`src/rtl/blss_pkg.sv`:
```
// blss_pkg: shared types and constants of the byte LIFO stack with search.
// Used by byte_lifo_stack_with_search_core and blss_ram; depends on nothing.
package blss_pkg;

    localparam int DATA_W  = 8;
    localparam int OUT_CNT_W = 7;
    localparam int OP_W    = 3;
    localparam int STAT_W  = 2;
    localparam int S_TDATA_W = 16;
    localparam int M_TDATA_W = 32;

    typedef enum logic [OP_W-1:0] {
        OP_PUSH   = 3'd0,
        OP_POP    = 3'd1,
        OP_PEEK   = 3'd2,
        OP_SEARCH = 3'd3,
        OP_CLEAR  = 3'd4
    } op_t;

    typedef enum logic [STAT_W-1:0] {
        ST_OK        = 2'd0,
        ST_UNDERFLOW = 2'd1,
        ST_OVERFLOW  = 2'd2
    } status_t;

    typedef enum logic [1:0] {
        S_IDLE,
        S_READ,
        S_SEARCH,
        S_PEND
    } state_t;

    typedef struct packed {
        logic                 is_empty;
        logic [OUT_CNT_W-1:0] entry_count;
        status_t              status;
        logic [OUT_CNT_W-1:0] match_distance;
        logic [DATA_W-1:0]    data_out;
    } res_t;

endpackage

```
`src/rtl/blss_ram.sv`:
```
// blss_ram: single-clock byte store, one write and one read port, registered read.
// Depends on blss_pkg for the data width.
module blss_ram #(
    parameter int DEPTH = 64
) (
    input  logic                          aclk,
    input  logic                          wr_en,
    input  logic [$clog2(DEPTH)-1:0]      wr_addr,
    input  logic [blss_pkg::DATA_W-1:0]   wr_data,
    input  logic                          rd_en,
    input  logic [$clog2(DEPTH)-1:0]      rd_addr,
    output logic [blss_pkg::DATA_W-1:0]   rd_data
);

    logic [blss_pkg::DATA_W-1:0] mem [DEPTH];
    logic [blss_pkg::DATA_W-1:0] rd_data_reg;

    always_ff @(posedge aclk) begin
        if (wr_en) begin
            mem[wr_addr] <= wr_data;
        end
    end

    always_ff @(posedge aclk) begin
        if (rd_en) begin
            rd_data_reg <= mem[rd_addr];
        end
    end

    assign rd_data = rd_data_reg;

endmodule

```
`src/rtl/byte_lifo_stack_with_search_core.sv`:
```
// byte_lifo_stack_with_search_core: fixed-depth byte LIFO with push, pop, peek,
// search and clear. Depends on blss_pkg and blss_ram.
//
//  channel | dir | handshake        | word
//  s_      | in  | s_tvalid/tready  | s_tdata: operation, value
//  m_      | out | m_tvalid/tready  | m_tdata: data_out, match_distance, status,
//          |     |                  |          entry_count, is_empty
//
// Push, clear, unused codes and refused operations: the result is formed from the accepted word and registered.
// Pop and peek: the result waits for the registered read of the entry store.
// Search: one entry compared per cycle from the top through the store's single read port,
// until a hit or the last entry; search of an empty stack answers straight from the accepted word.
// Reset empties the stack at once; no clearing pass. A result that meets a
// stalled output is parked and holds s_tready low until the output frees.
module byte_lifo_stack_with_search_core #(
    parameter int STACK_DEPTH = 64
) (
    input  logic                             aclk,
    input  logic                             aresetn,
    input  logic                             s_tvalid,
    output logic                             s_tready,
    // [2:0] operation, [10:3] value, [15:11] zero
    input  logic [blss_pkg::S_TDATA_W-1:0]   s_tdata,
    output logic                             m_tvalid,
    input  logic                             m_tready,
    // [7:0] data_out, [14:8] match_distance, [16:15] status,
    // [23:17] entry_count, [24] is_empty, [31:25] zero
    output logic [blss_pkg::M_TDATA_W-1:0]   m_tdata
);

    localparam int AW    = $clog2(STACK_DEPTH);
    localparam int CNT_W = $clog2(STACK_DEPTH + 1);
    localparam int EXT_W = (CNT_W > blss_pkg::OUT_CNT_W) ? CNT_W : blss_pkg::OUT_CNT_W;

    blss_pkg::state_t state_reg, state_next;
    logic [CNT_W-1:0] count_reg, count_next;
    logic [CNT_W-1:0] dist_reg, dist_next;
    logic [AW-1:0]    ptr_reg, ptr_next;
    logic [blss_pkg::DATA_W-1:0] key_reg, key_next;
    blss_pkg::res_t   pend_reg, pend_next;
    blss_pkg::res_t   out_reg, out_next;
    logic             m_tvalid_reg, m_tvalid_next;

    blss_pkg::op_t    op;
    logic [blss_pkg::DATA_W-1:0] in_value;
    logic             accept;
    logic             out_free;
    logic             is_full;
    logic             search_hit;
    logic             search_end;

    logic             fin_valid;
    blss_pkg::res_t   fin_res;
    logic [CNT_W-1:0] fin_count;
    logic [CNT_W-1:0] fin_dist;
    logic [EXT_W-1:0] fin_count_ext;
    logic [EXT_W-1:0] fin_dist_ext;

    logic             wr_en;
    logic [AW-1:0]    wr_addr;
    logic             rd_en;
    logic [AW-1:0]    rd_addr;
    logic [blss_pkg::DATA_W-1:0] rd_data;

    assign op       = blss_pkg::op_t'(s_tdata[blss_pkg::OP_W-1:0]);
    assign in_value = s_tdata[blss_pkg::OP_W +: blss_pkg::DATA_W];
    assign accept   = s_tvalid && s_tready;
    assign out_free = !m_tvalid_reg || m_tready;
    assign is_full  = (count_reg >= CNT_W'(STACK_DEPTH));

    assign search_hit = (rd_data == key_reg);
    assign search_end = (dist_reg == count_reg);

    blss_ram #(
        .DEPTH(STACK_DEPTH)
    ) u_ram (
        .aclk    (aclk),
        .wr_en   (wr_en),
        .wr_addr (wr_addr),
        .wr_data (in_value),
        .rd_en   (rd_en),
        .rd_addr (rd_addr),
        .rd_data (rd_data)
    );

    // handshake and store control
    always_comb begin
        s_tready = (state_reg == blss_pkg::S_IDLE);
        wr_en    = 1'b0;
        wr_addr  = count_reg[AW-1:0];
        rd_en    = 1'b0;
        rd_addr  = ptr_reg - AW'(1);
        unique case (state_reg)
            blss_pkg::S_IDLE: begin
                rd_addr = AW'(count_reg - CNT_W'(1));
                if (accept) begin
                    unique case (op)
                        blss_pkg::OP_PUSH:   wr_en = !is_full;
                        blss_pkg::OP_POP,
                        blss_pkg::OP_PEEK,
                        blss_pkg::OP_SEARCH: rd_en = (count_reg != '0);
                        default: ;
                    endcase
                end
            end
            blss_pkg::S_SEARCH: rd_en = !search_hit && !search_end;
            default: ;
        endcase
    end

    // next state and datapath
    always_comb begin
        state_next = state_reg;
        count_next = count_reg;
        dist_next  = dist_reg;
        ptr_next   = ptr_reg;
        key_next   = key_reg;
        fin_valid  = 1'b0;
        fin_count  = count_reg;
        fin_dist   = '0;
        fin_res    = '0;
        fin_res.status = blss_pkg::ST_OK;

        unique case (state_reg)
            blss_pkg::S_IDLE: begin
                if (accept) begin
                    fin_valid = 1'b1;
                    key_next  = in_value;
                    unique case (op)
                        blss_pkg::OP_PUSH: begin
                            if (is_full) begin
                                fin_res.status = blss_pkg::ST_OVERFLOW;
                            end else begin
                                count_next = count_reg + CNT_W'(1);
                            end
                        end
                        blss_pkg::OP_POP: begin
                            if (count_reg == '0) begin
                                fin_res.status = blss_pkg::ST_UNDERFLOW;
                            end else begin
                                fin_valid  = 1'b0;
                                count_next = count_reg - CNT_W'(1);
                                state_next = blss_pkg::S_READ;
                            end
                        end
                        blss_pkg::OP_PEEK: begin
                            if (count_reg == '0) begin
                                fin_res.status = blss_pkg::ST_UNDERFLOW;
                            end else begin
                                fin_valid  = 1'b0;
                                state_next = blss_pkg::S_READ;
                            end
                        end
                        blss_pkg::OP_SEARCH: begin
                            if (count_reg != '0) begin
                                fin_valid  = 1'b0;
                                dist_next  = CNT_W'(1);
                                ptr_next   = AW'(count_reg - CNT_W'(1));
                                state_next = blss_pkg::S_SEARCH;
                            end
                        end
                        blss_pkg::OP_CLEAR: count_next = '0;
                        default: ;
                    endcase
                    fin_count = count_next;
                end
            end
            blss_pkg::S_READ: begin
                fin_valid        = 1'b1;
                fin_res.data_out = rd_data;
            end
            blss_pkg::S_SEARCH: begin
                if (search_hit) begin
                    fin_valid = 1'b1;
                    fin_dist  = dist_reg;
                end else if (search_end) begin
                    fin_valid = 1'b1;
                end else begin
                    ptr_next  = ptr_reg - AW'(1);
                    dist_next = dist_reg + CNT_W'(1);
                end
            end
            blss_pkg::S_PEND: begin
                if (out_free) begin
                    state_next = blss_pkg::S_IDLE;
                end
            end
            default: state_next = blss_pkg::S_IDLE;
        endcase

        fin_count_ext          = EXT_W'(fin_count);
        fin_dist_ext           = EXT_W'(fin_dist);
        fin_res.entry_count    = fin_count_ext[blss_pkg::OUT_CNT_W-1:0];
        fin_res.match_distance = fin_dist_ext[blss_pkg::OUT_CNT_W-1:0];
        fin_res.is_empty       = (fin_count == '0);

        if (fin_valid) begin
            state_next = out_free ? blss_pkg::S_IDLE : blss_pkg::S_PEND;
        end
    end

    // result register and parking slot
    always_comb begin
        pend_next     = pend_reg;
        out_next      = out_reg;
        m_tvalid_next = m_tvalid_reg && !m_tready;
        if (state_reg == blss_pkg::S_PEND) begin
            if (out_free) begin
                out_next      = pend_reg;
                m_tvalid_next = 1'b1;
            end
        end else if (fin_valid) begin
            if (out_free) begin
                out_next      = fin_res;
                m_tvalid_next = 1'b1;
            end else begin
                pend_next = fin_res;
            end
        end
    end

    always_ff @(posedge aclk) begin
        if (!aresetn) begin
            state_reg    <= blss_pkg::S_IDLE;
            count_reg    <= '0;
            m_tvalid_reg <= 1'b0;
        end else begin
            state_reg    <= state_next;
            count_reg    <= count_next;
            m_tvalid_reg <= m_tvalid_next;
        end
    end

    always_ff @(posedge aclk) begin
        dist_reg <= dist_next;
        ptr_reg  <= ptr_next;
        key_reg  <= key_next;
        pend_reg <= pend_next;
        out_reg  <= out_next;
    end

    assign m_tvalid = m_tvalid_reg;
    assign m_tdata  = blss_pkg::M_TDATA_W'(out_reg);

endmodule
```
`config.mk`:
```
export PLATFORM = sky130hd
export DESIGN_NAME = byte_lifo_stack_with_search_core
export DESIGN_NICKNAME = d
export VERILOG_FILES = /design/src/rtl/blss_pkg.sv /design/src/rtl/blss_ram.sv /design/src/rtl/byte_lifo_stack_with_search_core.sv
export SDC_FILE = /design/constraint.sdc
export NUM_CORES = 1
export LEC_CHECK = 0
export ABC_CLOCK_PERIOD_IN_PS = 6200
export BUFFER_PORTS_ARGS = -buffer_cell sky130_fd_sc_hd__buf_4
export CAP_MARGIN = 20
export CELL_PAD_IN_SITES_DETAIL_PLACEMENT = 1
export CELL_PAD_IN_SITES_GLOBAL_PLACEMENT = 2
export CORE_MARGIN = 5
export CORE_UTILIZATION = 40
export CTS_CLUSTER_DIAMETER = 200
export DETAILED_ROUTE_END_ITERATION = 12
export PLACE_DENSITY = 0.81
export SKIP_LAST_GASP = 1
export SYNTH_ARGS = -nofsm -noshare
export SYNTH_HDL_FRONTEND = slang
export SYNTH_SLANG_ARGS = --single-unit
```
`constraint.sdc`:
```
create_clock -name aclk -period 6.2 [get_ports aclk]
set_input_delay 1.24 -clock aclk [delete_from_list [all_inputs] [get_ports aclk]]
set_output_delay 1.24 -clock aclk [all_outputs]
set_load 0.03 [all_outputs]
```
==> metrics.md <==
| Metric | Value |
|---|---|
| Status | `finished clean` |
| Crit-path cells | `inv_1, ha_1, xor2_1, mux2_4, buf_4, a211oi_1, a311oi_1, a311oi_1, o211a_1, nor4_1` |
| First-pass DRT Iterations | `5` |
| Initial antenna violation count | `1` |
| TritonCTS clock tree | `yes` |
| Final setup TNS | `0 ns` |
| Cell Rows | `91` |
| CP arrival | `just over 5 ns` |
| Fin crit share | `between 70 and 80%` |
| Core Box Area | `61830 um^2` |
| Syn Inst Count | `between 1500 and 2000` |
| Post_cts resized | `0` |
| Routability congestion estimate | `slightly above 0.8` |
| Cell mode on critical path | `a311oi_1` |
| Worst Max-Slew Pin Slew | `around 1.1 ns` |
| Clock skew | `0.01689 ns` |
| FFs w/ async S/R, synth | `0%` |
| Post-synthesis cell type count | `just over 80` |
| Placed Cells | `2486` |
| Headroom to the max-slew limit | `27.10%` |
| Die height | `roughly 260 um` |
| Clock root buffer | `clkbuf_16` |
| Worst setup path start | `count_reg[0]` |
| # clock sinks | `601` |
| LEAKAGE | `a little over 9 nW` |
| Syn Area/Cell | `approximately 15 um^2` |
| Vias in the first global route | `15840` |
| #FFs+latches synth | `roughly 600` |
| Highest metal used | `met4` |
| IO Count | `54` |
| Clock Path Buffers | `3` |
| Start of the worst register-to-register path | `count_reg[0]` |
| CP endpoint | `u_ram.rd_data[4]` |
| Vias per cell | `between 5 and 6` |
| # setup viols final | `0` |
| Post-layout minimum cycle time | `~4.8 ns` |
| CP Data Required Time | `roughly 6.5 ns` |
| Number of non-filler instances in the completed layout | `between 2000 and 3000` |
| Crit-path slowest cell | `nor4_1` |
| Clk slew on worst S/H paths | `0.06 ns` |
| Largest net degree at the start of global routing | `71` |
| P&R area growth vs syn | `11.98%` |
| Drt wl/cell | `26.60 um` |
| Share of cells above drive strength 1 | `12.85%` |
| Nets | `around 1700` |
| DP HPWL | `~41 mm` |
| Initial core utilization | `between 40% and 50%` |
| Post-route ant nets | `0` |
| H-tree lvl count | `3` |
| Port buffer count | `between 40 and 50` |
| Pwr dens | `roughly 340 nW/um^2` |
| Max-Cap Viols | `0` |
| DRT met1 WL | `about 28 mm` |
| Utilization after layout | `between 40 and 50%` |
| DRT Wirelength | `just under 70 mm` |
| Antenna Cells | `0` |
| Hold Buf Count CTS | `0` |
| GRT Total Usage | `between 20% and 30%` |
| WS Path Type | `register to register` |
| Worst r2r dst | `u_ram.rd_data[4]` |
| Post-CTS setup buffer count | `0` |
| Register area share after synthesis | `71.73%` |
| Largest register FFs | `512` |
| Met2 wire len | `roughly 34 mm` |
| Worst path max stage delay | `0.75 ns` |
| Residual DRC | `0` |
| First-pass GRT wire length | `~100 mm` |
| Die W | `260.1 um` |
| EDFF count, synth | `~590` |
| R2r worst-path depth | `10` |
| Syn Std Cell Area | `around 25000 um^2` |
| Final hold viol count | `0` |
| FF-to-FF setup slack | `about 1.4 ns` |
| Critical Path Sink Type | `register` |
| Initial drt markers | `about 1300` |
| Final Power | `between 9 and 10 mW` |
| Hold_ws | `a little over 0.5 ns` |
| Area of the die | `67650 um^2` |
| Main synth FF type | `edfxtp_1` |
| CP Launch Type | `register` |
| Clk_lat worst skew | `approximately 0.6 ns` |
| CP Max Fanout | `48` |
| Vias | `between 15000 and 20000` |
| Hold crit path type | `register to register` |
| CTS buffer count | `67` |
| Synth warnings | `0` |
| Fmax | `around 210 MHz` |
| Met3 WL post-DR | `~4.5 mm` |
| Total grt overflow | `0` |
| RSZ-0062 raised after global routing | `false` |
| Final Max Tran Viols | `0` |
| VDD IR-drop max | `around 0.00017 V` |
[worst max-delay path, delay by kind of cell, from the launching register on]
family	cells	cell delay [ns]
AO/OA/AOI/OAI	4	0.84
XOR/XNOR	1	0.38
adder cells (fa/ha/maj)	1	0.33
buffers and inverters	2	0.65
flip-flops	1	0.70
multiplexers	1	0.74
AND/OR/NAND/NOR	1	0.75
[metal layers]
layer | vias to the layer above | global-route usage [%]
met3 | 147 | 3.806
met5 | - | 0
met1 | 7980 | 27.37
met2 | 482 | 33.76
li1 | 6589 | -
met4 | 0 | 6.795
[final cells by class]
| cell class | instances | area, um^2 |
|---|---|---|
| timing repair buffer | 75 | 600.6 |
| multi-input combinational | 965 | 6360 |
| sequential | 601 | 17950 |
| clock buffer | 93 | 1912 |
| fill | 6173 | 33810 |
| clock inverter | 23 | 106.4 |
| tap | 837 | 1047 |
| inverter | 10 | 45.04 |
[placed cells by master (no fill, tap or decap), types with 12 or more instances in the layout]
master / count
clkbuf_16: 73
o21ai_0: 15
nand2_1: 279
a21oi_1: 63
and3_1: 47
buf_4: 72
a211oi_1: 35
and2_1: 21
clkbuf_1: 19
xor2_1: 15
o211ai_1: 16
a21o_1: 17
nor3_1: 26
nand4_1: 22
nand3_1: 48
nor2_1: 97
a221oi_1: 18
a32oi_1: 12
edfxtp_1: 591
a311oi_1: 32
clkinv_2: 13
mux4_2: 35
[cell usage after synthesis, types with 6 or more instances]
cell	n	area (um^2)
edfxtp_1	591	17750
nand2_1	280	1051
nor2_1	98	367.9
a21oi_1	63	315.3
clkbuf_1	56	210.2
nand3_1	48	240.2
and3_1	47	294.0
buf_2	40	200.2
a211oi_1	35	262.8
mux4_2	35	788.3
a311oi_1	32	280.3
nor3_1	26	130.1
and2_1	22	137.6
nand4_1	22	137.6
a221oi_1	19	166.4
a21o_1	17	127.6
buf_4	16	120.1
o211ai_1	16	120.1
o21ai_0	15	75.07
xor2_1	15	131.4
a32oi_1	12	105.1
mux2i_1	12	120.1
mux4_1	11	289.0
dfxtp_1	10	200.2
xnor2_1	10	87.58
inv_1	9	33.78
nor4_1	9	56.30
buf_6	8	90.09
or3_1	8	50.05
a2111oi_0	6	52.55
a31oi_1	6	37.54
[power breakdown]
group	internal, mW	total [mW]	switching [mW]	leakage [nW]
registers	4.54	4.57	0.0313	5.43
clock network	2.15	3.69	1.54	0.994
logic	0.385	1.22	0.838	2.87
total	7.07	9.48	2.41	9.29
[per-stage QoR]
| stage | setup slack [ns] | area [um^2] |
|---|---|---|
| floorplan | 2.030 | 25040 |
| global placement | 1.736 | 25980 |
| detailed placement | 1.610 | 25980 |
| CTS | 1.582 | 28000 |
| global route | 1.267 | 28020 |
| finish | 1.442 | 28020 |
[worst min-delay path by stage]
stage,from,end,depth (start not counted)
after floorplan,pend_reg[19],m_tdata[19],2
after global placement,pend_reg[3],m_tdata[3],1
after detailed placement,pend_reg[22],m_tdata[22],2
after CTS,pend_reg[22],m_tdata[22],2
after global routing,pend_reg[7],m_tdata[7],1
final,pend_reg[22],m_tdata[22],2
[kinds of logic after synthesis]
logic type                 share of synthesized area [%]
adders and majority gates                         0.2500
muxes                                              5.101
buffers and inverters                              3.190
DFF                                                71.73
other                                            0.01499
and+or+nand+nor                                    11.19
xor gates and xnor gates                          0.8751
AOI/OAI and AO/OA                                  7.646
Power figures use the tool's default switching activity.
